### config.mk
export PLATFORM = sky130hd
export DESIGN_NAME = integer_to_radix_string
export DESIGN_NICKNAME = d
export VERILOG_FILES = /design/src/itrs_pkg.sv /design/src/integer_to_radix_string.sv /design/src/itrs_digit_ram.sv /design/src/itrs_divider.sv
export VERILOG_INCLUDE_DIRS = /design/src /design/src/src
export SDC_FILE = /design/constraint.sdc
export NUM_CORES = 1
export LEC_CHECK = 0
export ABC_AREA = 1
export ABC_CLOCK_PERIOD_IN_PS = 8800
export BUFFER_PORTS_ARGS = -buffer_cell sky130_fd_sc_hd__clkbuf_2
export CAP_MARGIN = 0
export CORE_MARGIN = 5
export CORE_UTILIZATION = 60
export CTS_CLUSTER_SIZE = 28
export DETAILED_ROUTE_END_ITERATION = 8
export PLACE_DENSITY = 0.77
export SKIP_CTS_REPAIR_TIMING = 1
export SLEW_MARGIN = 10
export SYNTH_ARGS = -nofsm -noshare
export SYNTH_HDL_FRONTEND = slang
export SYNTH_SLANG_ARGS = --single-unit
### constraint.sdc
create_clock -name clk -period 8.8 [get_ports clk]
set_input_delay 0.88 -clock clk [delete_from_list [all_inputs] [get_ports clk]]
set_output_delay 0.88 -clock clk [all_outputs]
set_load 0.01 [all_outputs]
### src/integer_to_radix_string_assert.svh
// Assertion shorthands for the RTL. Each expects clk and rst_n in scope.
`ifndef INTEGER_TO_RADIX_STRING_ASSERT_SVH
`define INTEGER_TO_RADIX_STRING_ASSERT_SVH

// Same-cycle implication.
`define ITRS_ASSERT_NOW(name, ante, cons, msg) \
  name: assert property (@(posedge clk) disable iff (!rst_n) (ante) |-> (cons)) \
    else $error(msg);

// Next-cycle implication.
`define ITRS_ASSERT_NEXT(name, ante, cons, msg) \
  name: assert property (@(posedge clk) disable iff (!rst_n) (ante) |=> (cons)) \
    else $error(msg);

`endif

### src/itrs_pkg.sv
`default_nettype none
package itrs_pkg;

  localparam int DIGIT_DEPTH = 64;
  localparam int ADDR_W      = $clog2(DIGIT_DEPTH);
  localparam int CNT_W       = $clog2(DIGIT_DEPTH + 1);
  localparam int NUM_W       = 64;
  localparam int RADIX_W     = 6;
  localparam int DIGIT_W     = 6;
  localparam int REM_W       = DIGIT_W + 1;
  localparam int CHAR_W      = 8;
  localparam int STEP_W      = $clog2(NUM_W);
  localparam int IN_TDATA_W  = ((NUM_W + RADIX_W + 7) / 8) * 8;

  localparam logic [RADIX_W-1:0] RADIX_MIN = 6'd2;
  localparam logic [RADIX_W-1:0] RADIX_MAX = 6'd36;
  localparam logic [RADIX_W-1:0] RADIX_HEX = 6'd16;
  localparam logic [DIGIT_W-1:0] DEC_BASE  = 6'd10;

  localparam logic [CHAR_W-1:0] CHAR_ZERO  = 8'h30;
  localparam logic [CHAR_W-1:0] CHAR_UPA   = 8'h41;
  localparam logic [CHAR_W-1:0] CHAR_X     = 8'h78;
  localparam logic [CHAR_W-1:0] CHAR_MINUS = 8'h2D;
  localparam logic [CHAR_W-1:0] CHAR_NUL   = 8'h00;

  typedef enum logic [2:0] {
    S_IDLE,
    S_CHECK,
    S_DIV,
    S_PFX0,
    S_PFXX,
    S_SIGN,
    S_RDREQ,
    S_DIGIT
  } state_t;

  // Map one digit to its ASCII character: 0..9 then A..Z.
  function automatic logic [CHAR_W-1:0] digit_char(input logic [DIGIT_W-1:0] d);
    logic [CHAR_W-1:0] d_ext;
    d_ext = {{(CHAR_W - DIGIT_W){1'b0}}, d};
    if (d < DEC_BASE) begin
      return CHAR_ZERO + d_ext;
    end
    return CHAR_UPA + d_ext - {{(CHAR_W - DIGIT_W){1'b0}}, DEC_BASE};
  endfunction

endpackage
`default_nettype wire

### src/integer_to_radix_string.sv
// Signed 64-bit integer to ASCII text in any base from 2 to 36.
// Input channel in_*: one item carries number (tdata[63:0], two's complement)
// and radix (tdata[69:64]). Output channel out_*: one ASCII character per
// item in tdata, most significant first; tlast marks the final character of
// a conversion and tuser flags an error (bad radix or the most negative
// value), which comes as a single NUL character with tlast set.
// Base 16 texts open with "0x", placed before any '-' sign; zero gives "0".
// In sequence, an item is first accepted and then checked; each digit then
// comes from the bit-serial divider (64 quotient bits) and its remainder is
// written into the digit memory; each emitted digit takes a memory read, then
// an output load, and a prefix or sign character takes only an output load.
// One conversion is in flight at a time; in_tready is high only when idle.
// The output register decouples the sides: while the receiver stalls the
// current character holds and the sequencer waits. Reset (rst_n low,
// synchronous) drops any conversion and clears the output valid; the digit
// memory needs no clearing pass since each entry is written before it is read.
`default_nettype none
`include "integer_to_radix_string_assert.svh"
module integer_to_radix_string import itrs_pkg::*; (
  input  wire logic                  clk,
  input  wire logic                  rst_n,
  input  wire logic                  in_tvalid,
  output      logic                  in_tready,
  input  wire logic [IN_TDATA_W-1:0] in_tdata,   // [63:0] number, [69:64] radix, [71:70] zero
  output      logic                  out_tvalid,
  input  wire logic                  out_tready,
  output      logic [CHAR_W-1:0]     out_tdata,  // [7:0] character
  output      logic                  out_tlast,
  output      logic                  out_tuser   // [0] error
);

  state_t state_r, state_nxt;

  // Operands held for the whole conversion
  logic [NUM_W-1:0]   number_r;
  logic [RADIX_W-1:0] radix_r;

  // Digit bookkeeping
  logic [CNT_W-1:0]  count_r, count_nxt;
  logic [ADDR_W-1:0] idx_r, idx_nxt;

  // Output register
  logic              out_valid_r, out_valid_nxt;
  logic [CHAR_W-1:0] out_char_r;
  logic              out_last_r;
  logic              out_err_r;

  // Datapath controls
  logic              out_load;
  logic [CHAR_W-1:0] out_char;
  logic              out_last;
  logic              out_err;
  logic              div_start;
  logic [NUM_W-1:0]  div_dividend;
  logic              div_done;
  logic [NUM_W-1:0]  div_quotient;
  logic [DIGIT_W-1:0] div_remainder;
  logic              ram_we;
  logic              ram_re;
  logic [DIGIT_W-1:0] ram_rdata;

  // Decode
  logic             in_accept;
  logic             slot_free;
  logic             radix_bad;
  logic             num_min;
  logic             num_zero;
  logic             negative;
  logic             is_hex;
  logic [NUM_W-1:0] magnitude;
  logic [CNT_W-1:0] count_inc;
  logic             more_digits;

  assign in_accept = in_tvalid && in_tready;
  assign slot_free = !out_valid_r || out_tready;

  always_comb begin
    radix_bad   = (radix_r < RADIX_MIN) || (radix_r > RADIX_MAX);
    num_min     = (number_r == {1'b1, {(NUM_W - 1){1'b0}}});
    num_zero    = (number_r == '0);
    negative    = number_r[NUM_W-1];
    is_hex      = (radix_r == RADIX_HEX);
    magnitude   = negative ? (~number_r + 1'b1) : number_r;
    count_inc   = count_r + 1'b1;
    more_digits = (div_quotient != '0) && (count_inc < CNT_W'(DIGIT_DEPTH));
  end

  // Next state and bookkeeping
  always_comb begin
    state_nxt = state_r;
    count_nxt = count_r;
    idx_nxt   = idx_r;
    case (state_r)
      S_IDLE: begin
        if (in_accept) begin
          state_nxt = S_CHECK;
        end
      end
      S_CHECK: begin
        if (radix_bad || num_min || num_zero) begin
          if (slot_free) begin
            state_nxt = S_IDLE;
          end
        end else begin
          count_nxt = '0;
          state_nxt = S_DIV;
        end
      end
      S_DIV: begin
        if (div_done) begin
          count_nxt = count_inc;
          idx_nxt   = count_r[ADDR_W-1:0];
          if (!more_digits) begin
            if (is_hex) begin
              state_nxt = S_PFX0;
            end else if (negative) begin
              state_nxt = S_SIGN;
            end else begin
              state_nxt = S_RDREQ;
            end
          end
        end
      end
      S_PFX0: begin
        if (slot_free) begin
          state_nxt = S_PFXX;
        end
      end
      S_PFXX: begin
        if (slot_free) begin
          state_nxt = negative ? S_SIGN : S_RDREQ;
        end
      end
      S_SIGN: begin
        if (slot_free) begin
          state_nxt = S_RDREQ;
        end
      end
      S_RDREQ: begin
        state_nxt = S_DIGIT;
      end
      S_DIGIT: begin
        if (slot_free) begin
          if (idx_r == '0) begin
            state_nxt = S_IDLE;
          end else begin
            idx_nxt   = idx_r - 1'b1;
            state_nxt = S_RDREQ;
          end
        end
      end
      default: begin
        state_nxt = S_IDLE;
      end
    endcase
  end

  // Outputs of the sequencer
  always_comb begin
    in_tready    = 1'b0;
    out_load     = 1'b0;
    out_char     = CHAR_NUL;
    out_last     = 1'b0;
    out_err      = 1'b0;
    div_start    = 1'b0;
    div_dividend = magnitude;
    ram_we       = 1'b0;
    ram_re       = 1'b0;
    case (state_r)
      S_IDLE: begin
        in_tready = 1'b1;
      end
      S_CHECK: begin
        if (radix_bad || num_min) begin
          out_load = slot_free;
          out_last = 1'b1;
          out_err  = 1'b1;
        end else if (num_zero) begin
          out_load = slot_free;
          out_char = CHAR_ZERO;
          out_last = 1'b1;
        end else begin
          div_start = 1'b1;
        end
      end
      S_DIV: begin
        // Write the remainder as the next digit; divide the quotient again while more digits remain
        if (div_done) begin
          ram_we       = 1'b1;
          div_start    = more_digits;
          div_dividend = div_quotient;
        end
      end
      S_PFX0: begin
        out_load = slot_free;
        out_char = CHAR_ZERO;
      end
      S_PFXX: begin
        out_load = slot_free;
        out_char = CHAR_X;
      end
      S_SIGN: begin
        out_load = slot_free;
        out_char = CHAR_MINUS;
      end
      S_RDREQ: begin
        ram_re = 1'b1;
      end
      S_DIGIT: begin
        out_load = slot_free;
        out_char = digit_char(ram_rdata);
        out_last = (idx_r == '0);
      end
      default: begin
        in_tready = 1'b0;
      end
    endcase
  end

  assign out_valid_nxt = out_load || (out_valid_r && !out_tready);

  always_ff @(posedge clk) begin
    if (!rst_n) begin
      state_r     <= S_IDLE;
      count_r     <= '0;
      idx_r       <= '0;
      out_valid_r <= 1'b0;
    end else begin
      state_r     <= state_nxt;
      count_r     <= count_nxt;
      idx_r       <= idx_nxt;
      out_valid_r <= out_valid_nxt;
    end
  end

  always_ff @(posedge clk) begin
    if (in_accept) begin
      number_r <= in_tdata[NUM_W-1:0];
      radix_r  <= in_tdata[NUM_W+RADIX_W-1:NUM_W];
    end
    if (out_load) begin
      out_char_r <= out_char;
      out_last_r <= out_last;
      out_err_r  <= out_err;
    end
  end

  assign out_tvalid = out_valid_r;
  assign out_tdata  = out_char_r;
  assign out_tlast  = out_last_r;
  assign out_tuser  = out_err_r;

  itrs_divider u_divider (
    .clk       (clk),
    .rst_n     (rst_n),
    .start     (div_start),
    .dividend  (div_dividend),
    .divisor   (radix_r),
    .done      (div_done),
    .quotient  (div_quotient),
    .remainder (div_remainder)
  );

  // Writes happen only during division and reads only during emission,
  // so no access to the same entry ever overlaps.
  itrs_digit_ram u_digit_ram (
    .clk   (clk),
    .we    (ram_we),
    .waddr (count_r[ADDR_W-1:0]),
    .wdata (div_remainder),
    .re    (ram_re),
    .raddr (idx_r),
    .rdata (ram_rdata)
  );

  `ITRS_ASSERT_NOW(a_err_is_last, out_tvalid && out_tuser, out_tlast, "error item without last")
  `ITRS_ASSERT_NOW(a_div_done_in_div, div_done, state_r == S_DIV, "divider finished outside division")
  `ITRS_ASSERT_NEXT(a_accept_to_check, in_tvalid && in_tready, state_r == S_CHECK, "accept not followed by check")
  `ITRS_ASSERT_NOW(a_digit_in_range, ram_we, count_r < CNT_W'(DIGIT_DEPTH), "digit write beyond store")

endmodule
`default_nettype wire

### src/itrs_digit_ram.sv
`default_nettype none
module itrs_digit_ram import itrs_pkg::*; (
  input  wire logic               clk,
  input  wire logic               we,
  input  wire logic [ADDR_W-1:0]  waddr,
  input  wire logic [DIGIT_W-1:0] wdata,
  input  wire logic               re,
  input  wire logic [ADDR_W-1:0]  raddr,
  output      logic [DIGIT_W-1:0] rdata
);

  logic [DIGIT_W-1:0] mem [DIGIT_DEPTH];
  logic [DIGIT_W-1:0] rdata_r;

  always_ff @(posedge clk) begin
    if (we) begin
      mem[waddr] <= wdata;
    end
  end

  // Hold read data until the next read request.
  always_ff @(posedge clk) begin
    if (re) begin
      rdata_r <= mem[raddr];
    end
  end

  assign rdata = rdata_r;

endmodule
`default_nettype wire

### src/itrs_divider.sv
`default_nettype none
module itrs_divider import itrs_pkg::*; (
  input  wire logic               clk,
  input  wire logic               rst_n,
  input  wire logic               start,
  input  wire logic [NUM_W-1:0]   dividend,
  input  wire logic [RADIX_W-1:0] divisor,
  output      logic               done,
  output      logic [NUM_W-1:0]   quotient,
  output      logic [DIGIT_W-1:0] remainder
);

  localparam logic [STEP_W-1:0] STEP_LAST = STEP_W'(NUM_W - 1);

  logic               busy_r;
  logic               done_r;
  logic [STEP_W-1:0]  step_r;
  logic [NUM_W-1:0]   quo_r;
  logic [REM_W-1:0]   rem_r;
  logic [RADIX_W-1:0] dsr_r;

  logic [REM_W-1:0] rem_sh;
  logic [REM_W-1:0] dsr_ext;
  logic             fits;

  // Restoring division, one quotient bit per cycle.
  always_comb begin
    rem_sh  = {rem_r[REM_W-2:0], quo_r[NUM_W-1]};
    dsr_ext = {{(REM_W - RADIX_W){1'b0}}, dsr_r};
    fits    = (rem_sh >= dsr_ext);
  end

  always_ff @(posedge clk) begin
    if (!rst_n) begin
      busy_r <= 1'b0;
      done_r <= 1'b0;
      step_r <= '0;
    end else begin
      done_r <= 1'b0;
      if (start) begin
        busy_r <= 1'b1;
        step_r <= '0;
      end else if (busy_r) begin
        step_r <= step_r + 1'b1;
        if (step_r == STEP_LAST) begin
          busy_r <= 1'b0;
          done_r <= 1'b1;
        end
      end
    end
  end

  always_ff @(posedge clk) begin
    if (start) begin
      quo_r <= dividend;
      rem_r <= '0;
      dsr_r <= divisor;
    end else if (busy_r) begin
      quo_r <= {quo_r[NUM_W-2:0], fits};
      rem_r <= fits ? (rem_sh - dsr_ext) : rem_sh;
    end
  end

  assign done      = done_r;
  assign quotient  = quo_r;
  assign remainder = rem_r[DIGIT_W-1:0];

endmodule
`default_nettype wire
==> impl_metrics.env <==
export IMPL_outcome="completed"
export IMPL_switchingPower_mw=2.70
export IMPL_layout_cells_non_filler=3034
export IMPL_tns_ns=0
export IMPL_die_y_um=215
export IMPL_ir_worst_vdd_mv=0.302
export IMPL_placed_area_um2=26000
export IMPL_core_area_um2=41800
export IMPL_synth_compound_area_frac=0.107
export IMPL_grt_pass1_vias=17600
export IMPL_rows=75
export IMPL_grt_pass1_wl_um=95200
export IMPL_setup_viol=0
export IMPL_dp_cells=2934
export IMPL_worstSetupPathType="register to register"
export IMPL_syn_to_final_growth_pct=10.1
export IMPL_drt_total_wl_um=60800
export IMPL_clk_latency_ns=0.62
export IMPL_fin_skew_ns=0.0223
export IMPL_synthSimpleGateAreaFrac=0.164
export IMPL_synth_top_area_cell="edfxtp_1"
export IMPL_grt_total_usage=0.257
export IMPL_via_count=18200
export IMPL_die_area_um2=46300
export IMPL_r2r_slack_ns=4.86
export IMPL_worst_pin_slew_ns=1.22
export IMPL_path_clk_slew_ns=0.06
export IMPL_power_total_mw=8.11
export IMPL_required_ns=9.29
export IMPL_fin_area_um2=27800
export IMPL_synthAdderAreaFrac=0.00674
export IMPL_cp_arrival_ns=4.43
export IMPL_startpoint_type="register"
export IMPL_fillerInstances=3103
export IMPL_cts_buffers=55
export IMPL_synth_top_area_frac=0.641
export IMPL_fin_nets=2541
export IMPL_ant_nets=0
export IMPL_drt_pass1_iter_count=6
export IMPL_n_antenna_cell=0
export IMPL_syn_nets=2495
export IMPL_grt_max_degree=104
export IMPL_synth_cells=2406
export IMPL_avgSynthCellArea_um2=10.5
export IMPL_overflow=0
export IMPL_r2r_cells=12
export IMPL_synth_top_cells_by_area="edfxtp_1, nor2_1, o21ai_0, nand2_1, dfxtp_1"
export IMPL_routedWlPerCell_um=20.0
export IMPL_drive_above_1_share=0.0858
export IMPL_start_util=0.605
export IMPL_clockPowerShare=0.290
export IMPL_endpoint="idx_r[4]$_SDFFE_PN0P_"
export IMPL_relSlewSlack=0.180
export IMPL_worstHoldPathType="input pin to register"
export IMPL_io_buffers=84
export IMPL_synth_xor_area_share=0.0191
export IMPL_clock_sinks=570
export IMPL_antenna_found_initial=1
export IMPL_cts_tree="built"
export IMPL_r2r_end="idx_r[4]$_SDFFE_PN0P_"
export IMPL_cts_root_buffer="clkbuf_16"
export IMPL_min_period_over_period=0.448
export IMPL_synth_seq_cells=570
export IMPL_dp_hpwl_um=37900
export IMPL_die_width_um=215
export IMPL_end_kind="register"
export IMPL_share_seq_of_total_power=0.454
export IMPL_finalMaxSlewViolations=0
export IMPL_ctsHtreeMaxLevel=2
export IMPL_synth_area_um2=25300
export IMPL_muxShareOfSynthArea=0
export IMPL_ios=88
export IMPL_period_needed_ns=3.94
export IMPL_path_max_fanout=103
export IMPL_crit_start="idx_r[0]$_SDFFE_PN0P_"
export IMPL_drc_errors=0
export IMPL_drt_initial_drc_count=2110
export IMPL_ys_warn_count=0
export IMPL_rsz0062_at_grt="no"
export IMPL_hold_slack_ns=0.438
export IMPL_swShare=0.333
export IMPL_synth_top_family_by_area="simple AND/OR/NAND/NOR gates"
export IMPL_intPower_mw=5.41
export IMPL_place_gp_congestion=0.960
export IMPL_power_density_nw_per_um2=292
export IMPL_p_comb_frac=0.256
export IMPL_leakagePower_nw=9.90
export IMPL_r2r_start="idx_r[0]$_SDFFE_PN0P_"
export IMPL_fmax_mhz=254
export IMPL_viasPerCell=6.01
export IMPL_maxCapViolCount=0
export IMPL_ys_seq_area_frac=0.665
export IMPL_synth_distinct_cells=44
export IMPL_finalHoldViolCount=0
export IMPL_cts_buffer_depth=3
[state kept, by name, summed over array words and instances, names as in the netlist]
signal	count
count_r	7
idx_r	6
number_r	64
out_tdata	7
out_tlast	1
out_tuser	1
out_tvalid	1
radix_r	6
state_r	3
u_digit_ram.mem	384
u_digit_ram.rdata	6
u_divider.busy_r	1
u_divider.done	1
u_divider.dsr_r	6
u_divider.quotient	64
u_divider.rem_r	6
u_divider.step_r	6
[power by group through the flow]
| stage | sequential, mW | combinational (mW) | clock [mW] |
|---|---|---|---|
| final | 3.68 | 2.07 | 2.35 |
| after global routing | 3.71 | 2.28 | 2.49 |
| after CTS | 3.68 | 2.04 | 2.37 |
| after detailed placement | 3.73 | 2.02 | 0 |
| after global placement | 3.72 | 1.96 | 0 |
| after floorplan | 3.79 | 1.31 | 0 |
[final cells by class]
type | instances | area, um^2 | share of cell area
clock buffers | 73 | 1460 | 0.0526
clock inverters | 27 | 304 | 0.0109
multi-input cells | 1599 | 7530 | 0.271
repair buffers | 103 | 563 | 0.0202
inverters | 123 | 464 | 0.0167
well taps | 539 | 674 | 0.0242
flip-flops and latches | 570 | 16800 | 0.605
[how the worst min path moves through the flow]
stage                                           startpoint                               end  slack, ns  cells past startpoint
after floorplan                       radix_r[5]$_DFFE_PP_      u_divider.dsr_r[5]$_DFFE_PN_       0.45                      0
after global placement             count_r[6]$_SDFFE_PN0P_           count_r[6]$_SDFFE_PN0P_       0.48                      2
after detailed placement  u_divider.step_r[1]$_SDFFE_PP0P_  u_divider.step_r[1]$_SDFFE_PP0P_       0.48                      2
after CTS                                     in_tdata[65]              radix_r[1]$_DFFE_PP_       0.41                      1
after global routing                          in_tdata[57]            number_r[57]$_DFFE_PP_       0.42                      1
final                                         in_tdata[55]            number_r[55]$_DFFE_PP_       0.44                      1
[cells in the mapped netlist]
| master | instances |
|---|---|
| buf_6 | 6 |
| clkinv_1 | 3 |
| a211oi_1 | 4 |
| o21ai_0 | 310 |
| a21boi_0 | 1 |
| or2_0 | 1 |
| nand2_4 | 1 |
| o311ai_0 | 1 |
| nor3_1 | 15 |
| buf_1 | 5 |
| xnor2_1 | 21 |
| nor3b_1 | 1 |
| nor2_2 | 6 |
| or2_2 | 8 |
| o21ai_2 | 1 |
| inv_2 | 2 |
| clkbuf_1 | 91 |
| o21a_1 | 1 |
| edfxtp_1 | 539 |
| conb_1 | 1 |
| a21oi_2 | 1 |
| nand3_1 | 92 |
| ha_1 | 12 |
| o211ai_1 | 3 |
| dfxtp_1 | 31 |
| a21oi_1 | 66 |
| nor2_4 | 3 |
| o31ai_1 | 1 |
| fa_1 | 1 |
| xor2_1 | 34 |
| nand2_2 | 2 |
| o22ai_1 | 96 |
| a31oi_1 | 10 |
| buf_2 | 11 |
| nand4_4 | 1 |
| nand2_1 | 380 |
| buf_4 | 1 |
| nand3b_1 | 3 |
| inv_1 | 118 |
| and2_1 | 1 |
| nor3_2 | 2 |
| nand4_1 | 21 |
| nor2_1 | 487 |
| o21ai_1 | 11 |
[layer usage]
layer,vias to the layer above,track usage,share of wire
li1,8498,-,-
met1,8637,0.337,0.39
met2,943,0.429,0.48
met3,170,0.0495,0.089
met4,0,0.100,0.037
met5,-,0,0
[stage by stage]
step,setup slack (ns),util
after floorplan,2.35,-
after global placement,5.12,0.624
after detailed placement,4.99,0.624
after CTS,4.94,0.666
after global routing,4.48,0.666
final,4.86,0.666
[layout by cell type, fill, tap and decap left out, types with 11 or more instances in the layout]
cell type,count
dfxtp_1,23
edfxtp_1,539
buf_4,19
o22ai_1,96
xor2_1,34
clkbuf_1,16
nand4_1,21
o21ai_1,11
clkbuf_2,84
xnor2_1,21
ha_1,12
o21ai_0,310
inv_1,116
clkinv_1,15
nor2_1,486
a21oi_1,66
nand2_1,380
nand3_1,92
nor3_1,15
clkbuf_16,55
[cell families (layout without fill, tap and decap cells)]
| group | after synthesis | in the layout |
|---|---|---|
| xor gates and xnor gates | 55 | 55 |
| buffers and inverters | 237 | 326 |
| adders and majority gates | 13 | 13 |
| other | 1 | 1 |
| DFF | 570 | 570 |
| AOI/OAI and AO/OA | 506 | 506 |
| and+or+nand+nor | 1024 | 1024 |
[worst max-delay path, stage by stage, from the launching register on]
cell and delay [ns]:
dfxtp_4 0.51, inv_4 0.76, buf_4 0.87, ha_1 0.30
inv_1 0.04, nor2_1 0.20, nand4_1 0.22, nand2_1 0.15
nand2_1 0.06, nand2_1 0.15, inv_1 0.17, o21ai_0 0.24
a31oi_1 0.06
(Power assumes the default switching activity.)
